--- src/rtl/core/deq_pkg.sv ---
`timescale 1ns / 1ps

package deq_pkg;

   localparam int unsigned QUEUE_DEPTH_DEF = 16;
   localparam int unsigned MAX_RESULTS     = 16;
   localparam int unsigned CNT_W           = $clog2(MAX_RESULTS + 1);

   localparam logic [1:0] CMD_TICK   = 2'd0;
   localparam logic [1:0] CMD_REG    = 2'd1;
   localparam logic [1:0] CMD_CANCEL = 2'd2;

   typedef struct packed {
      logic [1:0]         cmd;
      logic [31:0]        delay_frames;
      logic [31:0]        template_id;
      logic [31:0]        scene_id;
      logic [1:0]         object_kind;
      logic signed [31:0] pos_x;
      logic signed [31:0] pos_y;
      logic signed [31:0] pos_z;
      logic signed [31:0] facing;
      logic [31:0]        spawn_id;
   } req_type;

   typedef struct packed {
      logic [31:0]        template_id;
      logic [31:0]        scene_id;
      logic [1:0]         object_kind;
      logic signed [31:0] pos_x;
      logic signed [31:0] pos_y;
      logic signed [31:0] pos_z;
      logic signed [31:0] facing;
      logic [31:0]        spawn_id;
   } payload_type;

   typedef struct packed {
      logic               status;
      logic               fired;
      logic [31:0]        out_template;
      logic [31:0]        out_scene;
      logic [1:0]         out_kind;
      logic signed [31:0] out_x;
      logic signed [31:0] out_y;
      logic signed [31:0] out_z;
      logic signed [31:0] out_facing;
      logic [31:0]        out_spawn_id;
      logic               last;
   } rsp_type;

   // controller -> datapath
   typedef struct packed {
      logic latch_req;
      logic frame_inc;
      logic tick_clear;
      logic reg_write;
      logic scan_start;
      logic scan_step;
      logic scan_cancel;
      logic remove_best;
      logic emit_held;
      logic emit_empty;
      logic rsp_last;
      logic rsp_status;
   } ctrl_cmd_type;

   // datapath -> controller
   typedef struct packed {
      logic [1:0] cmd;
      logic       full;
      logic       scan_done;
      logic       best_valid;
      logic       best_enabled;
      logic       held_valid;
      logic       count_full;
      logic       rsp_free;
   } dp_stat_type;

endpackage

--- src/rtl/core/deq_ctrl.sv ---
`timescale 1ns / 1ps

module deq_ctrl (
   input  logic                  clock,
   input  logic                  reset,
   input  logic                  req_valid,
   output logic                  req_ready,
   input  deq_pkg::dp_stat_type  stat,
   output deq_pkg::ctrl_cmd_type cmd
);
   import deq_pkg::*;

   localparam logic [2:0] S_IDLE   = 3'd0;
   localparam logic [2:0] S_REG    = 3'd1;
   localparam logic [2:0] S_SCAN   = 3'd2;
   localparam logic [2:0] S_DECIDE = 3'd3;
   localparam logic [2:0] S_NEXT   = 3'd4;
   localparam logic [2:0] S_EMIT   = 3'd5;
   localparam logic [2:0] S_DONE   = 3'd6;

   logic [2:0] state_ff, state_in;
   logic       fail_ff, fail_in;

   always_comb begin
      state_in  = state_ff;
      fail_in   = fail_ff;
      cmd       = '0;
      req_ready = 1'b0;
      cmd.scan_cancel = (stat.cmd == CMD_CANCEL);
      unique case (state_ff)
         S_IDLE: begin
            req_ready = 1'b1;
            fail_in   = 1'b0;
            if (req_valid) begin
               cmd.latch_req = 1'b1;
               // req_ff not yet loaded: decode is done in the next state
               state_in = S_REG;
            end
         end
         S_REG: begin
            unique case (stat.cmd)
               CMD_TICK: begin
                  cmd.frame_inc  = 1'b1;
                  cmd.tick_clear = 1'b1;
                  cmd.scan_start = 1'b1;
                  state_in = S_SCAN;
               end
               CMD_REG: begin
                  if (stat.full) begin
                     fail_in = 1'b1;
                  end else begin
                     cmd.reg_write = 1'b1;
                  end
                  state_in = S_DONE;
               end
               CMD_CANCEL: begin
                  cmd.scan_start = 1'b1;
                  state_in = S_SCAN;
               end
               default: state_in = S_DONE;
            endcase
         end
         S_SCAN: begin
            cmd.scan_step = 1'b1;
            if (stat.scan_done) begin
               state_in = (stat.cmd == CMD_CANCEL) ? S_DONE : S_DECIDE;
            end
         end
         S_DECIDE: begin
            if (stat.best_valid) begin
               // held item goes out here only once another enabled item follows it, else in S_EMIT
               if (stat.held_valid && stat.best_enabled) begin
                  if (stat.rsp_free) begin
                     cmd.emit_held = 1'b1;
                  end
               end else begin
                  cmd.remove_best = 1'b1;
                  state_in = S_NEXT;
               end
            end else begin
               state_in = stat.held_valid ? S_EMIT : S_DONE;
            end
         end
         S_NEXT: begin
            if (stat.count_full) begin
               state_in = S_EMIT;
            end else begin
               cmd.scan_start = 1'b1;
               state_in = S_SCAN;
            end
         end
         S_EMIT: begin
            if (stat.rsp_free) begin
               cmd.emit_held = 1'b1;
               cmd.rsp_last  = 1'b1;
               state_in = S_IDLE;
            end
         end
         S_DONE: begin
            if (stat.rsp_free) begin
               cmd.emit_empty = 1'b1;
               cmd.rsp_last   = 1'b1;
               cmd.rsp_status = fail_ff;
               state_in = S_IDLE;
            end
         end
         default: state_in = S_IDLE;
      endcase
   end

   always_ff @(posedge clock) begin
      if (reset) begin
         state_ff <= S_IDLE;
         fail_ff  <= 1'b0;
      end else begin
         state_ff <= state_in;
         fail_ff  <= fail_in;
      end
   end

   assert property (@(posedge clock) disable iff (reset)
      cmd.emit_held |-> stat.held_valid)
      else $error("emit without held item");
   assert property (@(posedge clock) disable iff (reset)
      cmd.remove_best |-> stat.best_valid && !(stat.held_valid && stat.best_enabled))
      else $error("remove without candidate");
   assert property (@(posedge clock) disable iff (reset)
      cmd.reg_write |-> !stat.full)
      else $error("write into full queue");
endmodule

--- config.mk ---
export PLATFORM = sky130hd
export DESIGN_NAME = deq_ctrl
export DESIGN_NICKNAME = d
export VERILOG_FILES = /design/src/rtl/core/deq_pkg.sv /design/src/rtl/core/deq_ctrl.sv
export SDC_FILE = /design/constraint.sdc
export NUM_CORES = 1
export LEC_CHECK = 0
export ABC_AREA = 0
export BUFFER_PORTS_ARGS = -buffer_cell sky130_fd_sc_hd__buf_4
export CAP_MARGIN = 30
export CORE_MARGIN = 2
export CORE_UTILIZATION = 25
export DETAILED_ROUTE_END_ITERATION = 6
export SYNTH_ARGS = -nofsm -noshare
export SYNTH_HDL_FRONTEND = slang
export SYNTH_SLANG_ARGS = --single-unit
--- constraint.sdc ---
create_clock -name clock -period 1.3 [get_ports clock]
set_input_delay 0.065 -clock clock [delete_from_list [all_inputs] [get_ports clock]]
set_output_delay 0.065 -clock clock [all_outputs]
set_load 0.01 [all_outputs]
---- After elaboration in Yosys (flattened, before gate mapping) ----
Cells that the tools add are included.
storage, ports and cells
  register bits after elaboration ......... 4
  input bits .............................. 12
  output and inout bits ................... 13
  logic and storage cells ................. 58
cells by class
  equal/unequal tests ..................... 14
  multiplexer cells ....................... 34
  reduce and logical (&&, ||, !) cells .... 8
operators by type and width
  kind                count
  $mux 3              10
  $pmux 3 s6          1
  $mux 1              16
  $eq 3x3->1 const B  3
  $pmux 1 s2          4
  $eq 3x2->1 const B  2
  $mux 2              3
  $ne 2x2->1 const B  3
  $ne 2x1->1 const B  2
  $reduce_and 4->1    1
  $reduce_or 2->1     2
  $eq 3x1->1 const B  1
  $logic_not 3->1     1
  $ne 3x3->1 const B  1
  $reduce_and 3->1    1
  $eq 2x1->1 const B  1
  $eq 2x2->1 const B  1
  $logic_not 2->1     1
  $reduce_bool 2->1   1
  $logic_and 1x1->1   1

---- Longest topological paths before layout ----
  depth after elaboration ................. 4
  gate-level depth with buffers ........... 6
  gate-level depth less buffers ........... 4

---- Worst setup path after synthesis ----
OpenSTA, ideal clock, no wires.
  path type ............................... register to output
  start ................................... register state_ff[1]
  end ..................................... output cmd[10] in the netlist's numbering
  arrival ................................. 1.394 ns
  required time ........................... 1.235 ns
  setup slack ............................. -0.159 ns
  cell stages (with the launch flop) ...... 6
  path buffers ............................ 3
  cell sequence ........................... dfxtp_1 > buf_6 > clkbuf_1 > nand2b_1 > nor4_1 > buf_4
RTL lines
  item                    RTL line         text
  start, declared         deq_ctrl.sv:21   logic [2:0] state_ff, state_in;
  start signal, assigned  deq_ctrl.sv:116  state_ff <= state_in;
  end, declared           deq_ctrl.sv:9    output deq_pkg::ctrl_cmd_type cmd

==> reports/qor.yml <==
clocking:
  numCtsBuffers: 3
  htree_levels: 1
  clockBufferDepth: 2
  clk_pin_slew_ns: 0.04
  worstSkewPairLatency_ns: 0.25
  cts-root-buf: "clkbuf_4"
  cts.sinks: 4
  cts_tree: "built"
worst_setup_path:
  path_buf_inv: 2
  startpoint_type: "register"
  cp_max_fo: 5
  max_stage_delay_ns: 0.38
  end_kind: "primary output"
  path_depth: 5
  cp_top_family: "flip-flops"
  critPathSlowestCell: "dfxtp_4"
  reg2reg_slack_ns: -0.05
  crit_arrival_ns: 1.31
  required_ns: 1.24
  r2r_cells: 4
  worstPathCellList: "and4b_1 -> buf_6 -> nand3_2 -> a21boi_1 -> buf_4"
  path_class: "register to primary output"
placement:
  placed_area_sq_um: 752.0
  gp_congestion: 0.8284
  io_buffers: 24
  dp_slack_ns: -0.04526
  hpwl_mm: 1.043
sta:
  fmax_mhz: 728.8
  report.final.slew_viol_count: 0
  min_period_ns: 1.372
  worst_pin_slew_ns: 0.3018
  fin_worst_skew_ns: 0.007886
  final.setup.tns_ns: -0.3986
  fin_ws_ns: -0.07215
  maxSlewHeadroom_pct: 79.88
  finalHoldViolCount: 0
  grt_setup_unrepaired: "true"
  period_share_pct: 105.6
  setup_viol: 10
pwr:
  p_int_mw: 1.227
  powerDensity_mw_per_mm2: 2036
  p_leak_nw: 0.4303
  power.switching_uw: 793.1
  fin_total_pwr_mw: 2.020
  switching_share_pct: 39.27
  power_frac_seq_pct: 12.5
  p_clk_share_pct: 8.1
  peakVddDrop_uv: 940.3
  pwr-share-comb_pct: 79.4
hold_path:
  hold_path_depth: 2
  hold_class: "primary input to register"
cells_and_area:
  final_nets: 118
  diodes: 0
  layout-drive-gt1-share_pct: 73.08
  area_growth_pct: 102.8
  final_area_sq_um: 992.2
yosys:
  synth_top_area_cell: "dfxtp_1"
  syn_inst: 62
  ys_warn_count: 0
  synthesis.area_sq_um: 489.2
  async_reset_ff_share_pct: 0
  ys_seq_elements: 4
  synth_ff_type: "dfxtp_1"
  synth_seq_area_share_pct: 16.37
  synth_top_area_share_pct: 16.37
  ys_types: 33
  synth_area_leaders: "dfxtp_1 16%, nor2_1 5.4%, a21boi_0 4.6%, buf_6 4.6%, nand3b_1 4.6%"
  synth-edff-count: 0
  syn_area_per_cell_sq_um: 7.891
  syn-num-nets: 74
floorplanning:
  fp.coreArea_sq_mm: 0.001783
  die_width_microns: 48.24
  io_pins: 25
  dieArea_sq_mm: 0.002327
  rows: 15
  die_y_microns: 48.24
  start_util_pct: 27.44
global_route:
  grtUsageTotal_pct: 15.85
  grt_start_max_net_pins: 13
  antenna_found_initial: 0
  grt_pass1_vias: 563
  grt_overflow: 0
  grt_pass1_wl_mm: 2.497
route:
  drtIter0Drc: 5
  viasPerCell: 4.884
  drt-pass1-iter-count: 4
  final_antenna_net_count: 0
  drc: 0
  totalWireLength_mm: 1.610
  vias: 630
  wl_per_cell_microns: 12.48
flow_run:
  cap_violations: 0
run_status:
  status: "complete, but fails checks"
  violations: "negative setup slack"
[registers in the layout (all words and copies together), names as in the netlist]
register	flops
fail_ff	1
state_ff	3
[timing repair]
action                                  in CTS  in global routing
resized for setup                           20                 22
endpoints found under the setup margin      15                 14
endpoints found under the hold margin        0                  0
pin swaps                                    7                 11
setup buffers                                4                  5
hold buffers                                 0                  0
gates cloned                                 1                  0
[metrics by stage]
stage                     std cells  hold slack (ns)  utilization [%]
after global routing            129          0.03283            55.65
after global placement          116           0.2821            42.18
final                           129          0.02395            55.65
after detailed placement        116           0.2771            42.18
after CTS                       124         0.007451            49.19
after floorplan                  62           0.1378                -
[Yosys cell counts (all sizes together), types with 2 or more instances]
cell	instances
buf	5
nor2b	4
and2	2
a21oi	3
nor3b	2
dfxtp	4
a21boi	3
nand2	3
nand2b	3
nor3	4
clkbuf	2
nand3b	3
nor2	7
[final timing paths]
path | startpoint | end
worst min-delay path | reset | state_ff[2]
worst min register to register | fail_ff | fail_ff
worst max register to register | state_ff[0] | state_ff[1]
worst max-delay path | state_ff[0] | cmd[3]
[per-layer routing]
layer,part of all wire [%],global-route usage [%],vias to the layer above
met2,48,23.42,25
met5,0,0,-
met4,2.6,9.189,0
met3,5.6,3.704,4
met1,43,20.89,290
li1,-,-,311
[layout make-up]
class | instances | area [sq um]
Sequential cell | 4 | 88.84
Fill cell | 164 | 790.8
Multi-Input combinational cell | 51 | 462.9
Tap cell | 25 | 31.28
Timing Repair Buffer | 46 | 386.6
Clock buffer | 3 | 22.52
[placed cells by master (no fill, tap or decap), types with 3 or more instances in the layout]
cell type / netlist / layout
nand3b_1: 3 / 3
clkbuf_4: 0 / 3
buf_4: 2 / 35
nor2_1: 7 / 4
buf_6: 2 / 11
[cell families after synthesis]
| group | count (synthesis) | share of synthesized area, % |
|---|---|---|
| buffers and inverters | 7 | 10.23 |
| AND/OR/NAND/NOR | 33 | 39.90 |
| AO/OA/AOI/OAI | 16 | 29.67 |
| flip-flops | 4 | 16.37 |
| multiplexers | 1 | 2.046 |
| XOR/XNOR | 1 | 1.791 |
[power groups by stage]
stage                     registers [mW]  clock network (mW)  logic (mW)
after global placement             0.221                   0        1.06
after global routing               0.259               0.171        1.73
after CTS                          0.237               0.169        1.31
after detailed placement           0.219                   0        1.06
final                              0.252               0.163        1.60
after floorplan                    0.180                   0       0.755
No activity file was read; power rests on OpenSTA's default activity.
